File: config.mk
export PLATFORM = sky130hd
export DESIGN_NAME = modbus_rtu_frame_crc_core_flat
export DESIGN_NICKNAME = d
export VERILOG_FILES = /design/src/design/mbcrc_pkg.sv /design/src/design/mbcrc_if.sv /design/src/design/mbcrc_front.sv /design/src/design/mbcrc_fifo.sv /design/src/design/mbcrc_back.sv /design/src/design/modbus_rtu_frame_crc_core.sv /design/src/flat_wrapper.sv
export VERILOG_INCLUDE_DIRS = /design/src /design/src/design
export SDC_FILE = /design/constraint.sdc
export NUM_CORES = 1
export LEC_CHECK = 0
export ABC_AREA = 1
export ABC_CLOCK_PERIOD_IN_PS = 4200
export BUFFER_PORTS_ARGS = -buffer_cell sky130_fd_sc_hd__buf_2
export CAP_MARGIN = 10
export CORE_MARGIN = 5
export CORE_UTILIZATION = 57
export DETAILED_ROUTE_END_ITERATION = 8
export MAX_ROUTING_LAYER = met4
export PLACE_DENSITY = 0.84
export SLEW_MARGIN = 20
export SYNTH_ARGS = -nofsm -noshare
export SYNTH_HDL_FRONTEND = slang
export SYNTH_SLANG_ARGS = --single-unit
File: constraint.sdc
create_clock -name i_clk -period 4.2 [get_ports i_clk]
set_clock_uncertainty 0.15 [all_clocks]
set_input_delay 0.84 -clock i_clk [delete_from_list [all_inputs] [get_ports i_clk]]
set_output_delay 0.84 -clock i_clk [all_outputs]
set_load 0.01 [all_outputs]
File: src/design/modbus_rtu_frame_crc_core_assert.svh
// Assertion macros for the Modbus RTU frame CRC core.
// MBCRC_ASSERT checks that a property holds; MBCRC_NEVER checks that an expression is never true.
`ifndef MODBUS_RTU_FRAME_CRC_CORE_ASSERT_SVH
`define MODBUS_RTU_FRAME_CRC_CORE_ASSERT_SVH
`ifndef SYNTHESIS
`define MBCRC_ASSERT(lbl, clk, rst_n, prop, msg) \
    lbl: assert property (@(posedge clk) disable iff (!rst_n) prop) else $error(msg);
`define MBCRC_NEVER(lbl, clk, rst_n, expr, msg) \
    lbl: assert property (@(posedge clk) disable iff (!rst_n) !(expr)) else $error(msg);
`else
`define MBCRC_ASSERT(lbl, clk, rst_n, prop, msg)
`define MBCRC_NEVER(lbl, clk, rst_n, expr, msg)
`endif
`endif

File: src/design/mbcrc_pkg.sv
package mbcrc_pkg;

    localparam logic [15:0] CRC_INIT       = 16'hFFFF;
    localparam logic [15:0] CRC_POLY       = 16'hA001;
    localparam logic [7:0]  BROADCAST_ADDR = 8'h00;
    localparam logic [7:0]  OWN_ADDR_RESET = 8'h01;

    // register index (byte address / 4)
    localparam logic REG_OWN_ADDRESS = 1'b0;

    // status codes of a result
    localparam logic [1:0] STAT_BYTE     = 2'd0;
    localparam logic [1:0] STAT_ACCEPTED = 2'd1;
    localparam logic [1:0] STAT_CRC_ERR  = 2'd2;
    localparam logic [1:0] STAT_NOT_ADDR = 2'd3;

    // kind of work handed from front to back
    typedef enum logic [1:0] {
        JOB_BYTE       = 2'd0,
        JOB_SEND_LAST  = 2'd1,
        JOB_CHECK_LAST = 2'd2
    } t_job_kind;

    typedef struct packed {
        t_job_kind   kind;
        logic [7:0]  data_byte;
        logic [15:0] crc;
        logic [1:0]  status;
    } t_job;

    // output sequencer states
    typedef enum logic [2:0] {
        EMIT_DATA   = 3'b001,
        EMIT_CRC_LO = 3'b010,
        EMIT_CRC_HI = 3'b100
    } t_emit_state;

    // byte-wide CRC-16/MODBUS update, reflected
    function automatic logic [15:0] crc_update(input logic [15:0] crc, input logic [7:0] b);
        logic [15:0] c;
        c = crc ^ {8'h00, b};
        for (int k = 0; k < 8; k++) begin
            if (c[0]) begin
                c = (c >> 1) ^ CRC_POLY;
            end else begin
                c = c >> 1;
            end
        end
        return c;
    endfunction

endpackage

File: src/design/mbcrc_if.sv
interface mbcrc_in_if;
    logic       valid;
    logic       ready;
    logic [7:0] data_byte;
    logic       frame_end;
    logic       operation;

    modport source (output valid, data_byte, frame_end, operation, input ready);
    modport sink (input valid, data_byte, frame_end, operation, output ready);
endinterface

interface mbcrc_out_if;
    logic       valid;
    logic       ready;
    logic [7:0] out_byte;
    logic       out_last;
    logic [1:0] status;

    modport source (output valid, out_byte, out_last, status, input ready);
    modport sink (input valid, out_byte, out_last, status, output ready);
endinterface

File: src/design/mbcrc_front.sv
module mbcrc_front (
    input  logic                 i_clk,
    input  logic                 i_rst_n,
    input  logic [7:0]           i_own_address,
    input  logic                 i_queue_full,
    mbcrc_in_if.sink             i_in,
    output logic                 o_push,
    output mbcrc_pkg::t_job      o_job
);

    logic [15:0] r_crc, n_crc;
    logic [7:0]  r_held0, n_held0;
    logic [7:0]  r_held1, n_held1;
    logic [1:0]  r_cnt, n_cnt;
    logic [7:0]  r_addr, n_addr;

    logic        accept;
    logic        check;
    logic        crc_apply;
    logic [7:0]  crc_byte;
    logic [15:0] crc_new;
    logic [7:0]  addr_new;
    logic [15:0] rx_crc;
    logic [1:0]  chk_status;

    assign i_in.ready = !i_queue_full;
    assign accept     = i_in.valid && !i_queue_full;
    assign check      = i_in.operation;

    // check mode folds in the byte two places back; the last two are the CRC
    assign crc_byte  = check ? r_held0 : i_in.data_byte;
    assign crc_apply = !check || (r_cnt >= 2'd2);
    assign crc_new   = crc_apply ? mbcrc_pkg::crc_update(r_crc, crc_byte) : r_crc;
    assign addr_new  = (r_cnt == 2'd0) ? i_in.data_byte : r_addr;
    assign rx_crc    = {i_in.data_byte, r_held1};

    always_comb begin
        if (r_cnt < 2'd2) begin
            chk_status = mbcrc_pkg::STAT_CRC_ERR;
        end else if (rx_crc != crc_new) begin
            chk_status = mbcrc_pkg::STAT_CRC_ERR;
        end else if (addr_new != i_own_address && addr_new != mbcrc_pkg::BROADCAST_ADDR) begin
            chk_status = mbcrc_pkg::STAT_NOT_ADDR;
        end else begin
            chk_status = mbcrc_pkg::STAT_ACCEPTED;
        end
    end

    always_comb begin
        o_job.data_byte = i_in.data_byte;
        o_job.crc       = crc_new;
        o_job.status    = chk_status;
        if (check) begin
            o_job.kind = mbcrc_pkg::JOB_CHECK_LAST;
        end else if (i_in.frame_end) begin
            o_job.kind = mbcrc_pkg::JOB_SEND_LAST;
        end else begin
            o_job.kind = mbcrc_pkg::JOB_BYTE;
        end
    end

    // check-mode bytes before the last produce nothing
    assign o_push = accept && !(check && !i_in.frame_end);

    always_comb begin
        n_crc   = r_crc;
        n_held0 = r_held0;
        n_held1 = r_held1;
        n_cnt   = r_cnt;
        n_addr  = r_addr;
        if (accept) begin
            if (i_in.frame_end) begin
                n_crc   = mbcrc_pkg::CRC_INIT;
                n_held0 = 8'h00;
                n_held1 = 8'h00;
                n_cnt   = 2'd0;
                n_addr  = 8'h00;
            end else begin
                n_crc  = crc_new;
                n_addr = addr_new;
                n_cnt  = (r_cnt == 2'd3) ? 2'd3 : r_cnt + 2'd1;
                if (check) begin
                    n_held0 = r_held1;
                    n_held1 = i_in.data_byte;
                end
            end
        end
    end

    always_ff @(posedge i_clk) begin
        if (!i_rst_n) begin
            r_crc   <= mbcrc_pkg::CRC_INIT;
            r_held0 <= 8'h00;
            r_held1 <= 8'h00;
            r_cnt   <= 2'd0;
            r_addr  <= 8'h00;
        end else begin
            r_crc   <= n_crc;
            r_held0 <= n_held0;
            r_held1 <= n_held1;
            r_cnt   <= n_cnt;
            r_addr  <= n_addr;
        end
    end

endmodule

File: src/design/mbcrc_fifo.sv
module mbcrc_fifo #(
    parameter int DEPTH = 2
) (
    input  logic                 i_clk,
    input  logic                 i_rst_n,
    input  logic                 i_push,
    input  mbcrc_pkg::t_job      i_job,
    input  logic                 i_pop,
    output mbcrc_pkg::t_job      o_head,
    output logic                 o_empty,
    output logic                 o_full
);

    localparam int PTR_W = (DEPTH > 1) ? $clog2(DEPTH) : 1;
    localparam int CNT_W = $clog2(DEPTH + 1);

    mbcrc_pkg::t_job  r_mem [DEPTH];
    logic [PTR_W-1:0] r_wr, n_wr;
    logic [PTR_W-1:0] r_rd, n_rd;
    logic [CNT_W-1:0] r_cnt, n_cnt;

    assign o_empty = (r_cnt == '0);
    assign o_full  = (r_cnt == CNT_W'(DEPTH));
    assign o_head  = r_mem[r_rd];

    always_comb begin
        n_wr  = r_wr;
        n_rd  = r_rd;
        n_cnt = r_cnt;
        if (i_push) begin
            n_wr = (r_wr == PTR_W'(DEPTH - 1)) ? '0 : r_wr + PTR_W'(1);
        end
        if (i_pop) begin
            n_rd = (r_rd == PTR_W'(DEPTH - 1)) ? '0 : r_rd + PTR_W'(1);
        end
        case ({i_push, i_pop})
            2'b10:   n_cnt = r_cnt + CNT_W'(1);
            2'b01:   n_cnt = r_cnt - CNT_W'(1);
            default: n_cnt = r_cnt;
        endcase
    end

    always_ff @(posedge i_clk) begin
        if (i_push) begin
            r_mem[r_wr] <= i_job;
        end
    end

    always_ff @(posedge i_clk) begin
        if (!i_rst_n) begin
            r_wr  <= '0;
            r_rd  <= '0;
            r_cnt <= '0;
        end else begin
            r_wr  <= n_wr;
            r_rd  <= n_rd;
            r_cnt <= n_cnt;
        end
    end

endmodule

File: src/design/mbcrc_back.sv
module mbcrc_back (
    input  logic                 i_clk,
    input  logic                 i_rst_n,
    input  mbcrc_pkg::t_job      i_head,
    input  logic                 i_head_valid,
    output logic                 o_pop,
    mbcrc_out_if.source          o_out
);

    mbcrc_pkg::t_emit_state r_state, n_state;
    logic       r_valid, n_valid;
    logic [7:0] r_byte, n_byte;
    logic       r_last, n_last;
    logic [1:0] r_status, n_status;
    logic       load;

    assign load = !r_valid || o_out.ready;

    always_comb begin
        n_state  = r_state;
        n_valid  = r_valid;
        n_byte   = r_byte;
        n_last   = r_last;
        n_status = r_status;
        o_pop    = 1'b0;
        if (load) begin
            n_valid = 1'b0;
            case (r_state)
                mbcrc_pkg::EMIT_DATA: begin
                    if (i_head_valid) begin
                        n_valid = 1'b1;
                        case (i_head.kind)
                            mbcrc_pkg::JOB_SEND_LAST: begin
                                n_byte   = i_head.data_byte;
                                n_last   = 1'b0;
                                n_status = mbcrc_pkg::STAT_BYTE;
                                n_state  = mbcrc_pkg::EMIT_CRC_LO;
                            end
                            mbcrc_pkg::JOB_CHECK_LAST: begin
                                n_byte   = 8'h00;
                                n_last   = 1'b1;
                                n_status = i_head.status;
                                o_pop    = 1'b1;
                            end
                            default: begin
                                n_byte   = i_head.data_byte;
                                n_last   = 1'b0;
                                n_status = mbcrc_pkg::STAT_BYTE;
                                o_pop    = 1'b1;
                            end
                        endcase
                    end
                end
                mbcrc_pkg::EMIT_CRC_LO: begin
                    n_valid  = 1'b1;
                    n_byte   = i_head.crc[7:0];
                    n_last   = 1'b0;
                    n_status = mbcrc_pkg::STAT_BYTE;
                    n_state  = mbcrc_pkg::EMIT_CRC_HI;
                end
                mbcrc_pkg::EMIT_CRC_HI: begin
                    n_valid  = 1'b1;
                    n_byte   = i_head.crc[15:8];
                    n_last   = 1'b1;
                    n_status = mbcrc_pkg::STAT_BYTE;
                    n_state  = mbcrc_pkg::EMIT_DATA;
                    o_pop    = 1'b1;
                end
                default: begin
                    n_state = mbcrc_pkg::EMIT_DATA;
                end
            endcase
        end
    end

    always_ff @(posedge i_clk) begin
        if (!i_rst_n) begin
            r_state <= mbcrc_pkg::EMIT_DATA;
            r_valid <= 1'b0;
        end else begin
            r_state <= n_state;
            r_valid <= n_valid;
        end
    end

    always_ff @(posedge i_clk) begin
        r_byte   <= n_byte;
        r_last   <= n_last;
        r_status <= n_status;
    end

    assign o_out.valid    = r_valid;
    assign o_out.out_byte = r_byte;
    assign o_out.out_last = r_last;
    assign o_out.status   = r_status;

endmodule

File: src/design/modbus_rtu_frame_crc_core.sv
// Modbus RTU frame CRC core (CRC-16/MODBUS, reflected poly 0xA001, init 0xFFFF). Frame bytes
// come in one per input transaction, address byte first, frame_end on the last. operation 0
// (send): each byte goes straight out, and the last byte is followed by the CRC low then high
// byte, the high byte flagged out_last. operation 1 (check): bytes are consumed silently, the
// last two taken as the received CRC, and one result at frame end gives status accepted, CRC
// error (also for frames under three bytes, and checked before the address) or not addressed
// here (first byte neither own_address nor broadcast 0). The front stage takes one byte per
// cycle, stalling only when the queue is full, with a byte-wide CRC update; results wait in a
// QUEUE_DEPTH-entry queue, then an output register. The back sequencer gives one output
// transaction per cycle while the receiver is ready, so a send-mode last byte costs three
// output transactions. own_address sits at APB byte address 0 (reset 1); the user must write it
// only while the core is idle, which the core does not enforce. No clearing pass after reset.
`include "modbus_rtu_frame_crc_core_assert.svh"

module modbus_rtu_frame_crc_core #(
    parameter int QUEUE_DEPTH = 2
) (
    input  logic         i_clk,
    input  logic         i_rst_n,
    mbcrc_in_if.sink     i_in_ch,
    mbcrc_out_if.source  o_out_ch,
    input  logic         psel,
    input  logic         penable,
    input  logic         pwrite,
    input  logic [2:0]   paddr,
    input  logic [31:0]  pwdata,
    output logic [31:0]  prdata,
    output logic         pready
);

    // --- configuration: own station address ---
    logic [7:0] r_own_address;
    logic       cfg_wr;

    assign pready = 1'b1;
    assign cfg_wr = psel && penable && pwrite && pready && (paddr[2] == mbcrc_pkg::REG_OWN_ADDRESS);

    always_ff @(posedge i_clk) begin
        if (!i_rst_n) begin
            r_own_address <= mbcrc_pkg::OWN_ADDR_RESET;
        end else if (cfg_wr) begin
            r_own_address <= pwdata[7:0];
        end
    end

    assign prdata = (paddr[2] == mbcrc_pkg::REG_OWN_ADDRESS) ? {24'h000000, r_own_address}
                                                             : 32'h00000000;

    // --- front: frame state, CRC, outcome classification ---
    logic            s_push;
    logic            s_pop;
    logic            s_full;
    logic            s_empty;
    mbcrc_pkg::t_job s_job;
    mbcrc_pkg::t_job s_head;

    mbcrc_front u_front (
        .i_clk         (i_clk),
        .i_rst_n       (i_rst_n),
        .i_own_address (r_own_address),
        .i_queue_full  (s_full),
        .i_in          (i_in_ch),
        .o_push        (s_push),
        .o_job         (s_job)
    );

    // --- queue between front and back ---
    mbcrc_fifo #(
        .DEPTH (QUEUE_DEPTH)
    ) u_fifo (
        .i_clk   (i_clk),
        .i_rst_n (i_rst_n),
        .i_push  (s_push),
        .i_job   (s_job),
        .i_pop   (s_pop),
        .o_head  (s_head),
        .o_empty (s_empty),
        .o_full  (s_full)
    );

    // --- back: output sequencer, one result per cycle while the receiver is ready ---
    mbcrc_back u_back (
        .i_clk        (i_clk),
        .i_rst_n      (i_rst_n),
        .i_head       (s_head),
        .i_head_valid (!s_empty),
        .o_pop        (s_pop),
        .o_out        (o_out_ch)
    );

    // --- checks ---
    `MBCRC_NEVER(a_push_full, i_clk, i_rst_n, s_push && s_full, "push into full queue")
    `MBCRC_NEVER(a_pop_empty, i_clk, i_rst_n, s_pop && s_empty, "pop from empty queue")
    `MBCRC_ASSERT(a_outcome_form, i_clk, i_rst_n, (o_out_ch.valid && o_out_ch.status != mbcrc_pkg::STAT_BYTE) |-> (o_out_ch.out_last && o_out_ch.out_byte == 8'h00), "outcome result malformed")

endmodule

File: src/flat_wrapper.sv
// flat-port wrapper written by rule: the top's interface ports become plain ports
module modbus_rtu_frame_crc_core_flat 
#(
    parameter int QUEUE_DEPTH = 2
)
  (i_clk, i_rst_n, psel, penable, pwrite, paddr, pwdata, prdata, pready, i_in_ch_valid, i_in_ch_data_byte, i_in_ch_frame_end, i_in_ch_operation, i_in_ch_ready, o_out_ch_valid, o_out_ch_out_byte, o_out_ch_out_last, o_out_ch_status, o_out_ch_ready);
  mbcrc_in_if i_in_ch_i ();
  mbcrc_out_if o_out_ch_i ();
  input  logic i_clk;
  input  logic i_rst_n;
  input  logic psel;
  input  logic penable;
  input  logic pwrite;
  input  logic [2:0] paddr;
  input  logic [31:0] pwdata;
  output logic [31:0] prdata;
  output logic pready;
  input wire logic [$bits(i_in_ch_i.valid)-1:0] i_in_ch_valid;
  input wire logic [$bits(i_in_ch_i.data_byte)-1:0] i_in_ch_data_byte;
  input wire logic [$bits(i_in_ch_i.frame_end)-1:0] i_in_ch_frame_end;
  input wire logic [$bits(i_in_ch_i.operation)-1:0] i_in_ch_operation;
  output wire logic [$bits(i_in_ch_i.ready)-1:0] i_in_ch_ready;
  output wire logic [$bits(o_out_ch_i.valid)-1:0] o_out_ch_valid;
  output wire logic [$bits(o_out_ch_i.out_byte)-1:0] o_out_ch_out_byte;
  output wire logic [$bits(o_out_ch_i.out_last)-1:0] o_out_ch_out_last;
  output wire logic [$bits(o_out_ch_i.status)-1:0] o_out_ch_status;
  input wire logic [$bits(o_out_ch_i.ready)-1:0] o_out_ch_ready;
  assign i_in_ch_i.valid = i_in_ch_valid;
  assign i_in_ch_i.data_byte = i_in_ch_data_byte;
  assign i_in_ch_i.frame_end = i_in_ch_frame_end;
  assign i_in_ch_i.operation = i_in_ch_operation;
  assign i_in_ch_ready = i_in_ch_i.ready;
  assign o_out_ch_valid = o_out_ch_i.valid;
  assign o_out_ch_out_byte = o_out_ch_i.out_byte;
  assign o_out_ch_out_last = o_out_ch_i.out_last;
  assign o_out_ch_status = o_out_ch_i.status;
  assign o_out_ch_i.ready = o_out_ch_ready;
  modbus_rtu_frame_crc_core #(.QUEUE_DEPTH(QUEUE_DEPTH)) u_core (.i_clk(i_clk), .i_rst_n(i_rst_n), .i_in_ch(i_in_ch_i), .o_out_ch(o_out_ch_i), .psel(psel), .penable(penable), .pwrite(pwrite), .paddr(paddr), .pwdata(pwdata), .prdata(prdata), .pready(pready));
endmodule
==> results.txt, run 1 <==
----------------------------------------------------
[Outcome]
  Outcome ... finished clean

[Synth]
  Number of flops mapped to enable cells by yosys ... 67
  Post-synthesis instance area ... around 6400 um2
  Synth area leaders ... sky130_fd_sc_hd__edfxtp_1 (31%), sky130_fd_sc_hd__dfxtp_1 (18%), sky130_fd_sc_hd__nand2_1 (14%)
  Portion of synthesized cell area occupied by the leading cell type ... 0.314
  Mean area per synthesized cell ... around 8 um2
  Prevailing post-synth register cell ... sky130_fd_sc_hd__edfxtp_1
  Number of synthesized register bits ... about 130
  Most frequent cell after synthesis ... sky130_fd_sc_hd__nand2_1
  Proportion of register bits with asynchronous set or reset after synthesis ... 0
  Count of yosys warnings during synthesis ... 0
  Synth cell types ... 43
  Library cell occupying the most area in the post-synthesis netlist ... sky130_fd_sc_hd__edfxtp_1
  Gate count after technology mapping ... between 700 and 800
  Portion of the post-synthesis area used by sequential elements ... 0.499
  Most numerous cell types in the synthesized netlist ... sky130_fd_sc_hd__nand2_1 (237), sky130_fd_sc_hd__inv_1 (86), sky130_fd_sc_hd__nand3_1 (71)

[Cells and area]
  Share of layout cells above drive strength 1 ... 0.148
  N_diodes ... 0
  Net count reported at finish ... 900
  Area delta synth->final ... 14.3%

[Clock tree]
  Clock sink count ... 126
  Number of buffers inserted by post-CTS setup repair ... 0
  Cts-stage hold buffer count ... 0
  Root buf cell ... sky130_fd_sc_hd__clkbuf_16
  Clock buffer depth ... 2
  Number of cells upsized or downsized after cts ... 0
  # H-tree levels ... 4
  Register clock-pin slew on the reported worst setup and hold paths ... approximately 50 ps
  Clock tree from TritonCTS ... built
  Cts bufs inserted ... 17
  Clk_lat worst skew ... a little over 400 ps

[Min path]
  Path type of the worst min-delay path ... flip-flop to flip-flop
  Hold Crit Depth ... 2
  Worst hold path startpoint ... u_core.u_front.r_addr[4]$_SDFFE_PN0P_

[Die]
  Number of top-level design ports ... between 90 and 100
  Die Width ... ~120 um
  Die ar. ... approximately 13000 um2
  Initial Utilization ... 0.585
  Vertical die dimension ... roughly 120 um
  Core Footprint ... 10900 um2
  Floorplan row count ... 38

[STA]
  Hold slack ... 311 ps
  Transition time at the pin with the least slew margin ... 666 ps
  Aggregate negative setup slack ... 0 ps
  Final number of hold-violating endpoints ... 0
  Worst slew margin ... 0.554
  Final count of pins violating max slew ... 0
  Maximum clock frequency ... approximately 0.31 GHz
  Final period util ... 0.760
  Unrepaired setup endpoints after global routing ... no
  Post-layout min period ... roughly 3200 ps
  Final setup violation count ... 0

[Setup path]
  Data arrival at the endpoint of the critical path ... ~3200 ps
  Cell depth of the worst flop-to-flop path ... 16
  CP required ... around 4200 ps
  Critical Path Fanout Max ... 25
  Critical path capture point type ... flip-flop
  Critical path type ... input pin to flip-flop
  Source of the worst register-to-register timing path ... u_core.u_front.r_cnt[1]$_SDFFE_PN0P_
  Crit path launch ... i_in_ch_operation
  Startpoint types ... input pin

[Pwr]
  Max rail drop VDD ... between 0.4 and 0.5 mV
  Power per unit of standard cell area ... slightly below 600 nW/um2
  Leakage power figure ... approximately 3.2 nW

[Routing]
  Via count normalized by instance count ... around 5.4
  Number of design rule violations left after detail routing ... 0
  First drt pass iteration count ... 8
  Remaining antenna violation count ... 0
  Detailed Route WL ... roughly 15000 um
  Routed wirelength normalized by instance count ... ~15 um
  Count of vias placed by the detailed router ... 5432
  Violation count after the first detailed-route iteration ... 431

[GRT]
  Number of global-route vias before repair ... around 5000
  Antenna violations before repair ... 0
  Global-route wire length before repair ... approximately 24000 um
  Pin count of the biggest net entering global routing ... 32
  Gr ovfl total ... 0
  All-Layer GR Usage ... 0.237

[Placement]
  Global placer's final weighted congestion ... 0.897
  Number of buffer cells added on primary ports ... 46
  Detail Placement HPWL ... ~10000 um

[Run]
  Max-capacitance violation count ... 0

----------------------------------------------------
==> layout make-up <==
| type | instances | area [um2] |
|---|---|---|
| inverters | 91 | 349 |
| multi-input cells | 551 | 2620 |
| repair buffers | 60 | 335 |
| fillers | 881 | 3630 |
| flip-flops and latches | 126 | 3190 |
| clock inverters | 7 | 95.1 |
| clock buffers | 25 | 547 |
| well taps | 140 | 175 |
==> critical path, cell delays in order <==
cell,delay (ps)
sky130_fd_sc_hd__buf_2,380
sky130_fd_sc_hd__nand2_4,280
sky130_fd_sc_hd__nand2_1,160
sky130_fd_sc_hd__nand2_1,170
sky130_fd_sc_hd__nand2_1,140
sky130_fd_sc_hd__nand2_1,60
sky130_fd_sc_hd__nor2_1,90
sky130_fd_sc_hd__nand3_1,90
sky130_fd_sc_hd__nor2_1,110
sky130_fd_sc_hd__nand3_1,90
sky130_fd_sc_hd__nor2_1,130
sky130_fd_sc_hd__nand3_1,90
sky130_fd_sc_hd__nor2_1,100
sky130_fd_sc_hd__nand3_1,90
sky130_fd_sc_hd__nor2_2,230
sky130_fd_sc_hd__nand2_1,110
==> per-stage QoR <==
stage                     utilization  area, um2  setup slack (ps)  cells  power, W
after floorplan                     -       6480               897    820   0.00245
after global placement          0.609       6660               738    968   0.00272
after detailed placement        0.609       6660               681    968   0.00276
after CTS                       0.668       7300              1080   1000   0.00431
after global routing            0.668       7310               793   1000   0.00452
final                           0.668       7310              1010   1000   0.00431
==> cell families after synthesis <==
family          after synthesis  share of synthesized area
compound gates              120                      0.111
xor+xnor                      6                    0.00821
fa+ha+maj                     1                    0.00196
buf+inv                     143                      0.108
flops                       126                      0.499
mux                           2                    0.00313
other cells                   2                    0.00117
simple gates                397                      0.268
==> cells in the final DEF (no fill, tap or decap), drive strengths merged, types with 2 or more instances in the layout <==
| cell type | instances |
|---|---|
| nand3 | 75 |
| xor2 | 6 |
| o221ai | 2 |
| mux2i | 2 |
| inv | 89 |
| a211o | 8 |
| a2bb2oi | 3 |
| nor2 | 53 |
| nand4 | 3 |
| bufinv | 2 |
| conb | 25 |
| or2 | 2 |
| clkbuf | 25 |
| edfxtp | 67 |
| o211ai | 4 |
| dfxtp | 59 |
| o21ai | 28 |
| clkinv | 6 |
| nor3 | 4 |
| o22ai | 29 |
| a21oi | 42 |
| nand2 | 257 |
| buf | 60 |
==> registers in the layout, summed over array words and instances, names as in the netlist, named ones only <==
signal,count
u_core.r_own_address,8
u_core.u_back.o_out.out_byte,8
u_core.u_back.o_out.out_last,1
u_core.u_back.o_out.status,2
u_core.u_back.o_out.valid,1
u_core.u_back.r_state,3
u_core.u_fifo.r_cnt,2
u_core.u_fifo.r_mem,56
u_core.u_fifo.r_rd,1
u_core.u_fifo.r_wr,1
u_core.u_front.r_addr,8
u_core.u_front.r_cnt,2
u_core.u_front.r_crc,16
u_core.u_front.r_held0,8
u_core.u_front.r_held1,8
==> report_power, final <==
group / internal, W / switching, W
clock network: 0.00103 / 0.000522
logic: 0.000358 / 0.000763
registers: 0.00156 / 0.0000824
==> routing by layer <==
layer	share of wire	global-route usage
met3	0.077	0.0548
met1	0.41	0.281
met2	0.48	0.385
met4	0.025	0.104
met5	0	-
==> path summary, 6_finish.rpt <==
| kind | endpoint | slack, ps |
|---|---|---|
| worst max-delay path | u_core.u_fifo.r_mem[0][1]$_DFFE_PP_ | 1010 |
| worst min-delay path | u_core.u_front.r_addr[4]$_SDFFE_PN0P_ | 310 |
| worst max register to register | u_core.u_fifo.r_mem[0][1]$_DFFE_PP_ | 1390 |
| worst min register to register | u_core.u_front.r_addr[4]$_SDFFE_PN0P_ | 310 |
(Power assumes the default switching activity.)
==> inputs of run 2 (changes only) <==
--- a/config.mk
+++ b/config.mk
@@ -7,14 +7,14 @@
 export NUM_CORES = 1
 export LEC_CHECK = 0
 export ABC_AREA = 1
-export ABC_CLOCK_PERIOD_IN_PS = 4200
+export ABC_CLOCK_PERIOD_IN_PS = 2920
 export BUFFER_PORTS_ARGS = -buffer_cell sky130_fd_sc_hd__buf_2
 export CAP_MARGIN = 10
 export CORE_MARGIN = 5
-export CORE_UTILIZATION = 57
+export CORE_UTILIZATION = 52
 export DETAILED_ROUTE_END_ITERATION = 8
 export MAX_ROUTING_LAYER = met4
-export PLACE_DENSITY = 0.84
+export PLACE_DENSITY = 0.81
 export SLEW_MARGIN = 20
 export SYNTH_ARGS = -nofsm -noshare
 export SYNTH_HDL_FRONTEND = slang
==> constraint.sdc (replaced) <==
create_clock -name i_clk -period 2.92 [get_ports i_clk]
set_clock_uncertainty 0.15 [all_clocks]
set_input_delay 0.584 -clock i_clk [delete_from_list [all_inputs] [get_ports i_clk]]
set_output_delay 0.584 -clock i_clk [all_outputs]
set_load 0.01 [all_outputs]
==> results.txt, run 2 (synthesized netlist as in run 1, its figures left out) <==
----------------------------------------------------
[Routing]
  Count of vias placed by the detailed router ... 5427 (-0.092%)
  Routed wirelength normalized by instance count ... 14.3 um (-4.5%)
  First drt pass iteration count ... 6 (-2)
  Remaining antenna violation count ... 0 (unchanged)
  Violation count after the first detailed-route iteration ... 504 (+17%)
  Via count normalized by instance count ... 5.26 (-3.2%)
  Detailed Route WL ... 14700 um (-1.4%)
  Number of design rule violations left after detail routing ... 0 (unchanged)

[Die]
  Core Footprint ... 12000 um2 (+9.8%)
  Initial Utilization ... 0.533 (-0.0524)
  Die Width ... 121 um (+4.3%)
  Number of top-level design ports ... 98 (unchanged)
  Floorplan row count ... 40 (+5.3%)
  Die ar. ... 14600 um2 (+8.8%)
  Vertical die dimension ... 121 um (+4.3%)

[Placement]
  Placement-stage worst setup slack ... 23.6 ps (-657 ps)
  Detail Placement HPWL ... 10400 um (+3.2%)
  Number of buffer cells added on primary ports ... 46 (unchanged)
  Global placer's final weighted congestion ... 0.895 (-0.21%)

[Clock tree]
  # H-tree levels ... 4 (unchanged)
  Clk_lat worst skew ... 420 ps (about the same)
  Root buf cell ... sky130_fd_sc_hd__clkbuf_16
  Number of cells upsized or downsized after cts ... 0 (unchanged)
  Register clock-pin slew on the reported worst setup and hold paths ... 60 ps (about the same)
  Clock sink count ... 126 (unchanged)
  Clock buffer depth ... 2 (unchanged)
  Cts bufs inserted ... 17 (unchanged)
  Cts-stage hold buffer count ... 0 (unchanged)
  Clock tree from TritonCTS ... built
  Number of buffers inserted by post-CTS setup repair ... 0 (unchanged)

[Setup path]
  Startpoint types ... input pin
  Longest individual stage delay on the worst path ... 200 ps (-180 ps)
  CP required ... 2910 ps (-1280 ps)
  Combined buffer and inverter count along the critical path ... 2 (+1)
  Data arrival at the endpoint of the critical path ... 2520 ps (-660 ps)
  CP dominant cell by count ... sky130_fd_sc_hd__nand2_1
  Cell family contributing the most delay on the critical path ... simple AND/OR/NAND/NOR gates
  Slowest-stage cell, CP ... sky130_fd_sc_hd__buf_12
  Critical path type ... input pin to flip-flop
  Chain of cells forming the critical path ... buf_2 > buf_12 > nand2_1 > nand3_1 > nand2_1 > nand2_1 > nand3_1 > nand2_1 > nand2_1 > nand2_1 > nand3_1 > nor2_1 > nand3_1 > nor2_1 > nand3_1 > nor2_2 > nand2_1
  Critical Path Fanout Max ... 23 (-8.0%)
  Critical path capture point type ... flip-flop

[GRT]
  Global-route wire length before repair ... 24100 um (+0.40%)
  All-Layer GR Usage ... 0.215 (-0.0214)
  Number of global-route vias before repair ... 5044 (-0.55%)
  Gr ovfl total ... 0 (unchanged)
  Pin count of the biggest net entering global routing ... 32 (unchanged)
  Antenna violations before repair ... 0 (unchanged)

[STA]
  Final setup violation count ... 0 (unchanged)
  Final number of hold-violating endpoints ... 0 (unchanged)
  Maximum clock frequency ... ~0.40 GHz
  Least setup slack across all paths after layout ... 396 ps (-612 ps)
  Post-layout min period ... around 2500 ps
  Final period util ... 0.864
  Worst slew margin ... 0.478 (-0.0759)
  Unrepaired setup endpoints after global routing ... no
  Transition time at the pin with the least slew margin ... 779 ps (+113 ps)
  Final count of pins violating max slew ... 0 (unchanged)

[Min path]
  Path type of the worst min-delay path ... input pin to flip-flop

[Cells and area]
  Max FFs per register ... 56 (unchanged)
  Net count reported at finish ... 925 (+2.8%)
  Most frequent cells in the layout ... sky130_fd_sc_hd__nand2_1 (237), sky130_fd_sc_hd__inv_1 (86), sky130_fd_sc_hd__nand3_1 (71)
  Area occupied by multi-input gates ... 2620 um2 (unchanged)
  Area delta synth->final ... 16.4%
  Register area ... 3190 um2 (unchanged)
  Largest Register ... u_core.u_fifo.r_mem
  Count of fill cells added during filler insertion ... 1000 (+14%)
  Commonest non-fill, non-tap cell in the layout ... sky130_fd_sc_hd__nand2_1
  Share of layout cells above drive strength 1 ... 0.172 (+0.0241)
  N_diodes ... 0 (unchanged)
  Top Registers ... u_core.u_fifo.r_mem x56, u_core.u_front.r_crc x16

[Pwr]
  Total Power Consumption ... 0.00604 W (+40%)
  Max rail drop VDD ... 0.352 mV (-17%)
  Power per unit of standard cell area ... 810 nW/um2 (+37%)
  Leakage power figure ... 3.30 nW (+2.5%)

[Outcome]
  Outcome ... finished clean

[Run]
  Max-capacitance violation count ... 0 (unchanged)

----------------------------------------------------
==> run 2: changes by cell type in the layout (fill, tap and decap cells not counted), sizes merged <==
| cell | delta |
|---|---|
| clkinv | +4 |
| clkbuf | -8 |
| clkinvlp | +3 |
| buf | +25 |
| inv | +1 |
==> run 2: layout make-up <==
type	count	share of cell area
sequential	126	0.429
timing repair buffer	85	0.0719
multi-input combinational	551	0.351
inverter	91	0.0469
clock buffer	17	0.0571
clock inverter	15	0.0195
tap	147	0.0247
==> run 2: per-layer routing <==
layer  track usage  up-vias  wire length, um
met2         0.363      232             7330
met1         0.250     2426             5960
met3        0.0513       30             1080
met4        0.0807        0              336
met5             -        -                0
li1              -     2739                -
==> run 2: path summary, 6_finish.rpt <==
kind,startpoint,end,slack (ps),depth (start not counted)
hold / removal,pwdata[0],u_core.r_own_address[0]$_SDFFE_PN1P_,240,3
setup / recovery,i_in_ch_operation,u_core.u_fifo.r_mem[0][1]$_DFFE_PP_,400,17
setup reg to reg,u_core.u_front.r_cnt[1]$_SDFFE_PN0P_,u_core.u_fifo.r_mem[0][1]$_DFFE_PP_,440,15
hold reg to reg,u_core.u_fifo.r_rd$_SDFFE_PN0P_,u_core.u_fifo.r_rd$_SDFFE_PN0P_,300,1
==> run 2: tightest hold or removal path: cells and delay by family <==
kind | cells | cell delay [ps]
compound gates | 1 | 60
buf+inv | 1 | 70
simple gates | 1 | 40
==> run 2: power by group <==
part	internal [W]	total [W]	switching [W]
Combinational	0.000572	0.00165	0.00108
Clock	0.00125	0.00202	0.000769
Sequential	0.00225	0.00237	0.000122
==> run 2: stage by stage <==
stage	util	cell area (um2)	instances	TNS, ps	hold WS (ps)
6_report	0.620	7450	1032	0	235
5_1_grt	0.620	7450	1032	0	256
4_1_cts	0.620	7450	1032	0	230
3_5_place_dp	0.573	6880	1000	0	301
3_3_place_gp	0.572	6870	1000	0	288
2_1_floorplan	-	6480	820	-7130	275
==> inputs of run 3 (changes only) <==
--- a/config.mk
+++ b/config.mk
@@ -10,6 +10,7 @@
 export ABC_CLOCK_PERIOD_IN_PS = 2920
 export BUFFER_PORTS_ARGS = -buffer_cell sky130_fd_sc_hd__buf_2
 export CAP_MARGIN = 10
+export CORE_ASPECT_RATIO = 1.25
 export CORE_MARGIN = 5
 export CORE_UTILIZATION = 52
 export DETAILED_ROUTE_END_ITERATION = 8
==> results.txt, run 3 (synthesized netlist as in run 1, its figures left out) <==
----------------------------------------------------
[Outcome]
  Outcome ... finished clean

[Run]
  Max-capacitance violation count ... 0 (unchanged)

[Placement]
  Global placer's final weighted congestion ... 0.925 (+3.4%)
  Detail Placement HPWL ... 10500 um (+1.7%)
  Number of buffer cells added on primary ports ... 46 (unchanged)
  Placement-stage worst setup slack ... 8.03 ps (-15.6 ps)
  Placed instance count ... 1017 (+1.7%)

[GRT]
  All-Layer GR Usage ... 0.223 (+0.00829)
  Pin count of the biggest net entering global routing ... 32 (unchanged)
  Number of global-route vias before repair ... 5347 (+6.0%)
  Gr ovfl total ... 0 (unchanged)
  Antenna violations before repair ... 0 (unchanged)
  Global-route wire length before repair ... 24600 um (+2.2%)

[STA]
  Transition time at the pin with the least slew margin ... 764 ps (-15.1 ps)
  Final period util ... 0.878 (+0.0139)
  Final number of hold-violating endpoints ... 0 (unchanged)
  Maximum clock frequency ... 0.390 GHz (-1.6%)
  Worst slew margin ... 0.489 (+0.0115)
  Post-layout min period ... 2560 ps (+40.7 ps)
  Final count of pins violating max slew ... 0 (unchanged)
  Unrepaired setup endpoints after global routing ... no
  Least setup slack across all paths after layout ... 356 ps (-40.7 ps)
  Final setup violation count ... 0 (unchanged)

[Clock tree]
  Clock tree from TritonCTS ... built
  Clock sink count ... 126 (unchanged)
  Clk_lat worst skew ... 410 ps (about the same)
  Root buf cell ... sky130_fd_sc_hd__clkbuf_16
  Register clock-pin slew on the reported worst setup and hold paths ... 60 ps (about the same)
  Cts bufs inserted ... 17 (unchanged)
  Cts-stage hold buffer count ... 0 (unchanged)
  Number of buffers inserted by post-CTS setup repair ... 0 (unchanged)
  # H-tree levels ... 4 (unchanged)
  Number of cells upsized or downsized after cts ... 0 (unchanged)
  Clock buffer depth ... 2 (unchanged)

[Setup path]
  Critical path type ... input pin to flip-flop
  Worst r2r dst ... u_core.u_fifo.r_mem[0][1]$_DFFE_PP_
  Cell depth of the worst flop-to-flop path ... 15 (unchanged)
  Longest individual stage delay on the worst path ... 190 ps (about the same)
  Chain of cells forming the critical path ... buf_2 > buf_12 > nand2_1 > nand3_1 > nand2_1 > nand2_1 > nand3_1 > nand2_1 > nand2_1 > nand2_1 > nand3_1 > nor2_1 > nand3_1 > nor2_1 > nand3_1 > nor2_2 > nand2_1
  Source of the worst register-to-register timing path ... u_core.u_front.r_cnt[1]$_SDFFE_PN0P_
  Combined buffer and inverter count along the critical path ... 2 (unchanged)
  Crit path launch ... i_in_ch_operation
  Number of logic stages on the critical path including buffering ... 17 (unchanged)
  Register-to-register setup slack ... 420 ps (-20 ps)
  Cell family contributing the most delay on the critical path ... simple AND/OR/NAND/NOR gates
  Slowest-stage cell, CP ... sky130_fd_sc_hd__buf_2
  Startpoint types ... input pin
  Worst Setup EP ... u_core.u_fifo.r_mem[0][1]$_DFFE_PP_
  CP required ... 2920 ps (about the same)
  Data arrival at the endpoint of the critical path ... 2560 ps (+40 ps)
  Critical path capture point type ... flip-flop
  CP dominant cell by count ... sky130_fd_sc_hd__nand2_1
  Critical Path Fanout Max ... 21 (-8.7%)

[Routing]
  Routed wirelength normalized by instance count ... 14.3 um (+0.65%)
  Via count normalized by instance count ... 5.32 (+1.1%)
  First drt pass iteration count ... 6 (unchanged)
  Detailed Route WL ... 15100 um (+2.3%)
  Count of vias placed by the detailed router ... 5576 (+2.7%)
  Number of design rule violations left after detail routing ... 0 (unchanged)
  Remaining antenna violation count ... 0 (unchanged)
  Violation count after the first detailed-route iteration ... 473 (-6.2%)

[Die]
  Die Width ... 109 um (-9.7%)
  Vertical die dimension ... 134 um (+11%)
  Number of top-level design ports ... 98 (unchanged)
  Die ar. ... 14600 um2 (about the same)
  Floorplan row count ... 45 (+13%)
  Initial Utilization ... 0.528 (-0.00413)
  Core Footprint ... 12100 um2 (+0.78%)

[Cells and area]
  Largest Register ... u_core.u_fifo.r_mem
  Area delta synth->final ... 17.2%
  Most frequent cells in the layout ... sky130_fd_sc_hd__nand2_1 (237), sky130_fd_sc_hd__inv_1 (86), sky130_fd_sc_hd__nand3_1 (71)
  Max FFs per register ... 56 (unchanged)
  Commonest non-fill, non-tap cell in the layout ... sky130_fd_sc_hd__nand2_1
  Net count reported at finish ... 925 (unchanged)
  N_diodes ... 0 (unchanged)
  Top Registers ... u_core.u_fifo.r_mem x56, u_core.u_front.r_crc x16
  Final cell count without fillers ... 1049 (+1.6%)
  Share of layout cells above drive strength 1 ... 0.171 (-0.00113)

[Pwr]
  Total Power Consumption ... 0.00615 W (+1.9%)
  Leakage power figure ... 3.33 nW (+0.75%)
  Power per unit of standard cell area ... 820 nW/um2 (+1.2%)
  Clock network fraction of total power ... 0.345 (+0.011)
  Switching share of total power ... 0.318 (-0.00824)
  Portion of total power attributed to sequential cells ... 0.385 (-0.007)
  Logic gate share of total power ... 0.270 (-0.004)
  Internal cell power ... 0.00419 W (+3.1%)
  Power spent charging and discharging nets ... 0.00196 W (-0.68%)
  Max rail drop VDD ... 0.442 mV (+26%)

[Min path]
  Path type of the worst min-delay path ... input pin to flip-flop

----------------------------------------------------
==> run 3: cell types whose count changed in the layout (fill, tap and decap cells not counted), sizes merged <==
cell | before | now
clkbuf | 17 | 21
clkinvlp | 4 | 1
inv | 90 | 88
bufinv | 2 | 3
==> run 3: area by class of cell <==
class / instances / area (um2)
repair buffers: 85 / 536
fillers: 971 / 4610
well taps: 164 / 205
clock buffers: 21 / 460
flip-flops and latches: 126 / 3190
inverters: 91 / 349
clock inverters: 11 / 140
multi-input cells: 551 / 2620
==> run 3: worst min-delay path by stage <==
stage,startpoint,end,cells past startpoint
5_1_grt,i_in_ch_data_byte[4],u_core.u_fifo.r_mem[0][22]$_DFFE_PP_,1
4_1_cts,pwdata[0],u_core.r_own_address[0]$_SDFFE_PN1P_,3
3_3_place_gp,u_core.u_fifo.r_rd$_SDFFE_PN0P_,u_core.u_fifo.r_rd$_SDFFE_PN0P_,1
3_5_place_dp,u_core.u_fifo.r_rd$_SDFFE_PN0P_,flip-flop,1
2_1_floorplan,u_core.u_fifo.r_rd$_SDFFE_PN0P_,flip-flop,1
6_report,pwdata[0],u_core.r_own_address[0]$_SDFFE_PN1P_,3
==> run 3: stage by stage <==
| stage | instance area, um2 | hold WS (ps) | setup TNS, ps | utilization |
|---|---|---|---|---|
| final | 7500 | 256 | 0 | 0.619 |
| after global routing | 7500 | 254 | 0 | 0.619 |
| after CTS | 7500 | 245 | 0 | 0.619 |
| after detailed placement | 6900 | 300 | 0 | 0.570 |
| after global placement | 6890 | 287 | 0 | 0.569 |
| after floorplan | 6480 | 275 | -7130 | - |
==> run 3: layer usage <==
metal,vias up,routed length (um),GRT usage
li1,2736,-,-
met1,2523,5650,0.236
met2,265,7510,0.370
met3,52,1180,0.0616
met4,0,710,0.132
met5,-,0,-
==> run 3: worst min-delay path, delay by kind of cell <==
kind                   cells  cell delay (ps)
AO/OA/AOI/OAI              1               70
buffers and inverters      1               80
AND/OR/NAND/NOR            1               50
==> run 3: power by group through the flow <==
stage	registers [W]	clock network (W)	logic, W
after floorplan	0.00244	0	0.00108
final	0.00237	0.00212	0.00166
after CTS	0.00237	0.00214	0.00167
after global placement	0.00239	0	0.00160
after global routing	0.00239	0.00223	0.00187
after detailed placement	0.00240	0	0.00165
